### config.mk
export PLATFORM = sky130hd
export DESIGN_NAME = gem_grad_sum
export DESIGN_NICKNAME = d
export VERILOG_FILES = /design/src/rtl/gem_pkg.sv /design/src/rtl/gem_grad_sum.sv
export SDC_FILE = /design/constraint.sdc
export NUM_CORES = 1
export LEC_CHECK = 0
export ABC_AREA = 1
export BUFFER_PORTS_ARGS = -buffer_cell sky130_fd_sc_hd__buf_2
export CORE_UTILIZATION = 50
export DETAILED_ROUTE_END_ITERATION = 10
export PLACE_DENSITY = 0.75
export RECOVER_POWER = 100
export SETUP_SLACK_MARGIN = 0.15
export SLEW_MARGIN = 20
export SYNTH_ARGS = -nofsm -noshare
export SYNTH_HDL_FRONTEND = slang
export SYNTH_SLANG_ARGS = --single-unit
### constraint.sdc
create_clock -name vclk -period 14.1
set_input_delay 2.82 -clock vclk [all_inputs]
set_output_delay 2.82 -clock vclk [all_outputs]
set_load 0.05 [all_outputs]
### src/rtl/gem_pkg.sv
// shared constants and types for the gradient edge mask unit
`default_nettype none

package gem_pkg;

  localparam int MAX_WIDTH   = 2048;
  localparam int COL_W       = $clog2(MAX_WIDTH);
  localparam int WIDTH_REG_W = 12;
  localparam int THRESH_W    = 16;
  localparam int CFG_DATA_W  = 16;
  localparam int CFG_INDEX_W = 1;
  localparam int CHAN_W      = 8;
  localparam int NUM_CHAN    = 3;
  localparam int PIX_W       = NUM_CHAN * CHAN_W;
  localparam int HALF_W      = CHAN_W - 1;
  localparam int SQ_W        = 2 * HALF_W;
  localparam int SUM_W       = 16;
  localparam int CNT_W       = (COL_W + 1 > WIDTH_REG_W) ? COL_W + 1 : WIDTH_REG_W;

  localparam logic [WIDTH_REG_W-1:0] WIDTH_RESET = WIDTH_REG_W'(640);

  localparam logic [CFG_INDEX_W-1:0] REG_EDGE_THRESHOLD = CFG_INDEX_W'(0);
  localparam logic [CFG_INDEX_W-1:0] REG_IMAGE_WIDTH    = CFG_INDEX_W'(1);

  typedef logic [PIX_W-1:0] pixel_t;

endpackage

`default_nettype wire

### src/rtl/gem_grad_sum.sv
// sum over the channels of squared halved differences between two pixels
`default_nettype none

module gem_grad_sum (
  input  wire gem_pkg::pixel_t          pix_a,
  input  wire gem_pkg::pixel_t          pix_b,
  output logic [gem_pkg::SUM_W-1:0]     sum
);

  logic [gem_pkg::CHAN_W-1:0] abs_diff [gem_pkg::NUM_CHAN];
  logic [gem_pkg::HALF_W-1:0] half     [gem_pkg::NUM_CHAN];
  logic [gem_pkg::SQ_W-1:0]   sq       [gem_pkg::NUM_CHAN];

  always_comb begin
    for (int i = 0; i < gem_pkg::NUM_CHAN; i++) begin
      if (pix_a[i*gem_pkg::CHAN_W +: gem_pkg::CHAN_W] >=
          pix_b[i*gem_pkg::CHAN_W +: gem_pkg::CHAN_W]) begin
        abs_diff[i] = pix_a[i*gem_pkg::CHAN_W +: gem_pkg::CHAN_W] -
                      pix_b[i*gem_pkg::CHAN_W +: gem_pkg::CHAN_W];
      end else begin
        abs_diff[i] = pix_b[i*gem_pkg::CHAN_W +: gem_pkg::CHAN_W] -
                      pix_a[i*gem_pkg::CHAN_W +: gem_pkg::CHAN_W];
      end
      // halving the magnitude truncates toward zero
      half[i] = abs_diff[i][gem_pkg::CHAN_W-1:1];
      sq[i]   = gem_pkg::SQ_W'(half[i]) * gem_pkg::SQ_W'(half[i]);
    end
  end

  assign sum = gem_pkg::SUM_W'(sq[0]) + gem_pkg::SUM_W'(sq[1]) + gem_pkg::SUM_W'(sq[2]);

endmodule

`default_nettype wire

Word level (Yosys, flattened, before mapping)
Index checks and enable logic that the tools add are counted.
Operators by class
  add/sub/neg operators: 8
  $mul: 3
  order comparisons: 3
  mux-type cells: 3
Operators by type and width (count)
  $sub 8x8->8: 6
  $mul 7x7->14: 3
  $ge 8x8->1: 3
  $mux 8: 3
  $add 15x14->16: 1
  $add 14x14->15: 1
Storage, ports and cells
  bits in registers: 0
  input port bits: 48
  output and inout port bits: 16
  logic and storage cells: 17

Longest topological paths before layout
Gate-level depths: netlist of the first run.
  word-level depth: 5
  mapped depth: 33

Worst setup path after synthesis of the first run
OpenSTA, ideal clock, no wires.
  path type: input port to output port
  from: input pix_a[16]
  to: output sum[15] in the netlist's numbering
  data arrival time: 9727 ps
  data required time: 11280 ps
  slack: 1553 ps
  stages on the path: 28
  path buffers: 0
  cells stage by stage: inv_1 ha_1 inv_1 fa_1 nand3_1 nand2_1 o21ai_2 nand2_4 o21ai_0 nand2_2 nor2_2 inv_1 fa_1 inv_1 fa_1 fa_1 fa_1 fa_1 fa_1 inv_1 fa_1 inv_1 ha_1 a21oi_1 nand2_1 a21oi_1 o21ai_0 xor2_1
Between the ends
  longest elaborated chain between the ends: 4
  elaborated cells on any way between the ends: 6
RTL lines
  start, declared: line gem_grad_sum.sv:5  | input wire gem_pkg::pixel_t pix_a,
  $sub 8x8->8 (tied with other cells): line gem_grad_sum.sv:21  | abs_diff[i] = pix_b[i*gem_pkg::CHAN_W +: gem_pkg::CHAN_W] -
  $mux 8 (*): line gem_grad_sum.sv:16  | if (pix_a[i*gem_pkg::CHAN_W +: gem_pkg::CHAN_W] >=
  $mul 7x7->14 (*): line gem_grad_sum.sv:26  | sq[i] = gem_pkg::SQ_W'(half[i]) * gem_pkg::SQ_W'(half[i]);
  $add 15x14->16 (*): line gem_grad_sum.sv:30  | assign sum = gem_pkg::SUM_W'(sq[0]) + gem_pkg::SUM_W'(sq[1]) + gem_pkg::SUM_W'(sq[2]);
  end, declared: line gem_grad_sum.sv:7  | output logic [gem_pkg::SUM_W-1:0] sum
Mark *: on every way between the ends. The rest lies on a longest branch, timed or not.

Final worst setup path of the first run
Same ends and word-level chain as after synthesis.

==> metrics.yaml, run 1 <==
outcome:
  status: "finished, final reports clean"
drt:
  drt-initial-drc-count: 280
  drt-total-wl_um: 12760
  dr.pass1.iters: 4
  drtAntennaViolNets: 0
  wl_per_cell_um: 11.40
  drt-vias-per-instance: 4.822
  num_vias: 5396
  drc: 0
timing:
  timing.final.crit_period_ps: 13100
  rsz0062_at_grt: "false"
  fin_crit_sh_pct: 92.91
  setup_viol: 0
  fin_tns_setup_ps: 0
  maxSlewHeadroom_pct: 60.62
  worstMarginPinSlew_ps: 593.2
  hold_viol: 0
  fmax_mhz: 76.33
  slew_viol_final: 0
global_route:
  grt_pass1_vias: 5246
  grt_pass1_wl_um: 23320
  grt_util_met1_pct: 30.38
  grt_start_max_net_pins: 12
  busiest_layer: "met2"
  grt.total_usage_pct: 21.54
  use_met2_pct: 38.20
  antenna_found_initial: 0
  grt_use_met3_pct: 0.8891
  gr-total-overflow: 0
floorplan:
  initial_core_util_pct: 51.28
  die_w_um: 115.5
  io_pins: 64
  dieHeight_um: 115.5
  core_sq_um: 12570
  die-area_sq_um: 13350
  fp-row-count: 41
yosys:
  avgSynthCellArea_sq_um: 7.250
  syn-num-nets: 1140
  synthCells: 889
  syn-cell-area_sq_um: 6445
  ys_warn_count: 0
  ys_seq_area_share_pct: 0
  synth_top_area_cell: "fa_1"
  synth_cell_type_count: 35
  synth_area_leaders: "fa_1, ha_1, inv_1"
  yosysTopAreaCellShare_pct: 30.44
layout:
  regArea_sq_um: 0
  nNetsFinal: 1200
  finalNonFillerCells: 1119
  syn2layout_area_growth_pct: 7.377
  clkbuf_count: 0
  final_common_cell: "inv_1"
  mostFrequentLayoutCells: "inv_1, nand2_1, ha_1"
  nFlopsAndLatches: 0
  n_antenna_cell: 0
  drive_gt1_share_pct: 10.03
flow_run:
  maxCapViolations: 0
hold_path:
  min_path_cells: 11
  hold_path.class: "input port to output pin"
  min_to: "sum[1]"
  min_from: "pix_a[15]"
worst_setup_path:
  path_buf_inv: 8
  max_stage_delay_ps: 550
  critical_path.most_common_cell: "fa_1"
  cp.arrival_ps: 10280
  cp_max_fo: 9
  cpMaxStageDelayCell: "fa_1"
  cpLargestDelayFamily: "adder cells"
  start_kind: "input port"
  critPathKind: "input port to output pin"
  end_kind: "output pin"
  crit_required_ps: 11280
placed_design:
  dp_hpwl_um: 11900
  place_congestion: 0.9353
  portBuffers: 64
  dpl.cell_count: 1119
clock_network:
  cts_setup_buffers: 0
  ctsResizeCount: 0
  cts_hold_buf: 0
-- cell usage after synthesis (all sizes together) --
cell / number
inv: 245
nand2: 188
ha: 105
fa: 98
nor2: 84
a21oi: 39
nand3: 35
xor2: 27
o21ai: 21
nand4: 10
xnor2: 10
buf: 6
o21a: 5
o21bai: 4
nor3: 3
a211oi: 2
a21o: 2
a31oi: 2
o211ai: 2
or2: 1
-- worst max path at each step --
stage,from,endpoint,slack (ps),cells after the start
after floorplan,pix_a[16],sum[15],1550,28
after global routing,pix_a[16],sum[15],520,30
final,pix_a[16],sum[15],1000,30
after CTS,pix_a[16],sum[15],1150,30
after detailed placement,pix_a[16],sum[15],1160,30
after global placement,pix_a[16],sum[15],1270,30
-- area by class of cell --
class	count	area [sq um]
fillers	1233	5648
multi-input cells	638	5482
inverters	245	922.1
repair buffers	64	301.5
well taps	172	215.2
-- layer usage --
metal | up-vias | share of wire [%]
met1 | 2524 | 46
met2 | 96 | 50
li1 | 2774 | -
met4 | 0 | 0.30
met5 | - | 0
met3 | 2 | 3.8
-- stage by stage --
stage	util, %	hold slack [ps]	worst slack [ps]	instance area [sq um]
2_1_floorplan	-	6540	1553	6445
3_3_place_gp	55.21	6767	1271	6939
3_5_place_dp	55.21	6777	1164	6939
4_1_cts	55.21	6785	1152	6939
5_1_grt	55.06	6872	518.7	6920
6_report	55.06	6793	999.8	6920
-- worst min-delay path, stage by stage --
cell,delay (ps)
buf_2,80
ha_1,130
inv_1,40
nand2_1,80
a21oi_2,60
nand3_1,130
nand2_4,90
inv_4,120
fa_1,180
inv_1,30
buf_2,200
-- cells by family (layout without fill, tap and decap cells) --
| family | count (synthesis) | count (layout) | share of synthesized area [%] |
|---|---|---|---|
| AO/OA/AOI/OAI | 77 | 77 | 7.241 |
| XOR/XNOR | 37 | 37 | 5.028 |
| adder cells (fa/ha/maj) | 203 | 203 | 50.83 |
| buffers and inverters | 251 | 309 | 14.95 |
| AND/OR/NAND/NOR | 321 | 321 | 21.96 |
Power of run 1 is left out: the tool's default activity adds up to more than one toggle a clock period on the data nets, which glitch-free logic cannot reach.
==> run 2, diff against run 1 <==
==> constraint.sdc (replaced) <==
create_clock -name vclk -period 15.98
set_input_delay 3.196 -clock vclk [all_inputs]
set_output_delay 3.196 -clock vclk [all_outputs]
set_load 0.05 [all_outputs]
==> run 2 against run 1 <==
Worst setup slack better by 680 ps. Sequential share of layout area stayed put. Die area stayed put. Critical path type unchanged. Final cell count unchanged. Sequential cell count is the same. Non-clock buffer count unchanged. Via count is 1.2% higher. Hold slack improved by 720 ps. Critical path depth unchanged. Clock-buffer cell count stayed put. Global-route usage is 0.074 points higher. Utilization hardly changed.
==> metrics.yaml, run 2 (synthesis results as in run 1) <==
drt:
  drt-total-wl_um: 12970  # +1.7%
  drt-initial-drc-count: 253  # -9.6%
  dr.pass1.iters: 5  # +1
  num_vias: 5462  # +1.2%
  drt-vias-per-instance: 4.881  # +1.2%
  drtAntennaViolNets: 0  # unchanged
  wl_per_cell_um: 11.59  # +1.7%
  drc: 0  # unchanged
clock_network:
  cts_setup_buffers: 0  # unchanged
  ctsResizeCount: 0  # unchanged
  cts_hold_buf: 0  # unchanged
global_route:
  antenna_found_initial: 0  # unchanged
  grt_pass1_vias: 5318  # +1.4%
  grt_start_max_net_pins: 12  # unchanged
  gr-total-overflow: 0  # unchanged
  grt.total_usage_pct: 21.61  # +0.074 points
  grt_pass1_wl_um: 23410  # +0.38%
worst_setup_path:
  end_kind: "output pin"
  cp_max_fo: 9  # unchanged
  cp.arrival_ps: 11110  # +830 ps
  cpMaxStageDelayCell: "o21ai_0"
  crit_path_end: "sum[14]"
  critPathKind: "input port to output pin"
  crit_required_ps: 12780  # +1500 ps
  startpoint: "pix_a[0]"
  start_kind: "input port"
  max_stage_delay_ps: 550  # about the same
timing:
  rsz0062_at_grt: "false"
  hold_viol: 0  # unchanged
  worstMarginPinSlew_ps: 675.5  # +82.30 ps
  fin_tns_setup_ps: 0  # unchanged
  timing.final.crit_period_ps: 14300
  maxSlewHeadroom_pct: 54.49  # -6.1 points
  setup_viol: 0  # unchanged
  fmax_mhz: 69.93
  fin_crit_sh_pct: 89.49
  slew_viol_final: 0  # unchanged
outcome:
  status: "finished, final reports clean"
layout:
  clkbuf_count: 0  # unchanged
  regArea_sq_um: 0  # unchanged
  mostFrequentLayoutCells: "inv_1, nand2_1, ha_1"
  nNetsFinal: 1200  # unchanged
  drive_gt1_share_pct: 9.926  # -0.11 points
  n_antenna_cell: 0  # unchanged
  final_common_cell: "inv_1"
  syn2layout_area_growth_pct: 7.338  # about the same
  nFlopsAndLatches: 0  # unchanged
  fin_area_sq_um: 6918  # about the same
  multiInputGateArea_sq_um: 5478  # about the same
  nFillCells: 1264  # +2.5%
placed_design:
  dp_hpwl_um: 12010  # +0.89%
  portBuffers: 64  # unchanged
  place_congestion: 0.9353  # unchanged
  dpl-instance-area_sq_um: 6939  # unchanged
floorplan:
  fp-row-count: 41  # unchanged
  dieHeight_um: 115.5  # unchanged
  die-area_sq_um: 13350  # unchanged
  io_pins: 64  # unchanged
  die_w_um: 115.5  # unchanged
  core_sq_um: 12570  # unchanged
  initial_core_util_pct: 51.28  # unchanged
flow_run:
  maxCapViolations: 0  # unchanged
hold_path:
  hold_path.class: "input port to output pin"
-- run 2: changes by cell type in the layout (fill, tap and decap cells not counted) --
cell,change
buf_2,+1
clkbuf_1,-1
inv_1,+1
inv_2,-1
o21ai_0,+1
o21ai_2,-1
-- run 2: layout make-up --
class	count	share of cell area, %
multi-input cells	638	79.18
inverters	245	13.33
repair buffers	64	4.377
well taps	172	3.111
-- run 2: per-layer routing --
| layer | up-vias | track usage (%) | share of wire [%] |
|---|---|---|---|
| met4 | 0 | 1.905 | 0.66 |
| met2 | 114 | 38.12 | 50 |
| met5 | - | 0 | 0 |
| met1 | 2562 | 30.99 | 47 |
| li1 | 2780 | - | - |
| met3 | 6 | 0.2092 | 3.0 |
-- run 2: worst min path at each step --
stage / slack (ps) / startpoint / to / depth (start not counted)
floorplan: 7290 / pix_a[15] / sum[0] / 9
global placement: 7520 / pix_a[15] / sum[0] / 11
detailed placement: 7520 / pix_a[15] / sum[0] / 11
CTS: 7530 / pix_a[15] / sum[0] / 11
global route: 7610 / pix_a[15] / sum[0] / 11
finish: 7510 / pix_a[15] / sum[0] / 11
-- run 2: per-stage QoR --
stage / setup slack (ps) / utilization [%] / hold WS (ps) / cells
5_1_grt: 1225 / 55.04 / 7608 / 1119
3_5_place_dp: 2319 / 55.21 / 7522 / 1119
6_report: 1679 / 55.04 / 7515 / 1119
3_3_place_gp: 2399 / 55.21 / 7519 / 1119
4_1_cts: 2304 / 55.21 / 7526 / 1119
2_1_floorplan: 2681 / - / 7292 / 889
-- run 2: worst max-delay path, delay by kind of cell --
kind                     cells  cell delay [ps]
adder cells (fa/ha/maj)     10             4450
XOR/XNOR                     1              180
AND/OR/NAND/NOR              4              520
AO/OA/AOI/OAI                5             1440
buffers and inverters       10             1290
Power of run 2 is left out for the same reason.
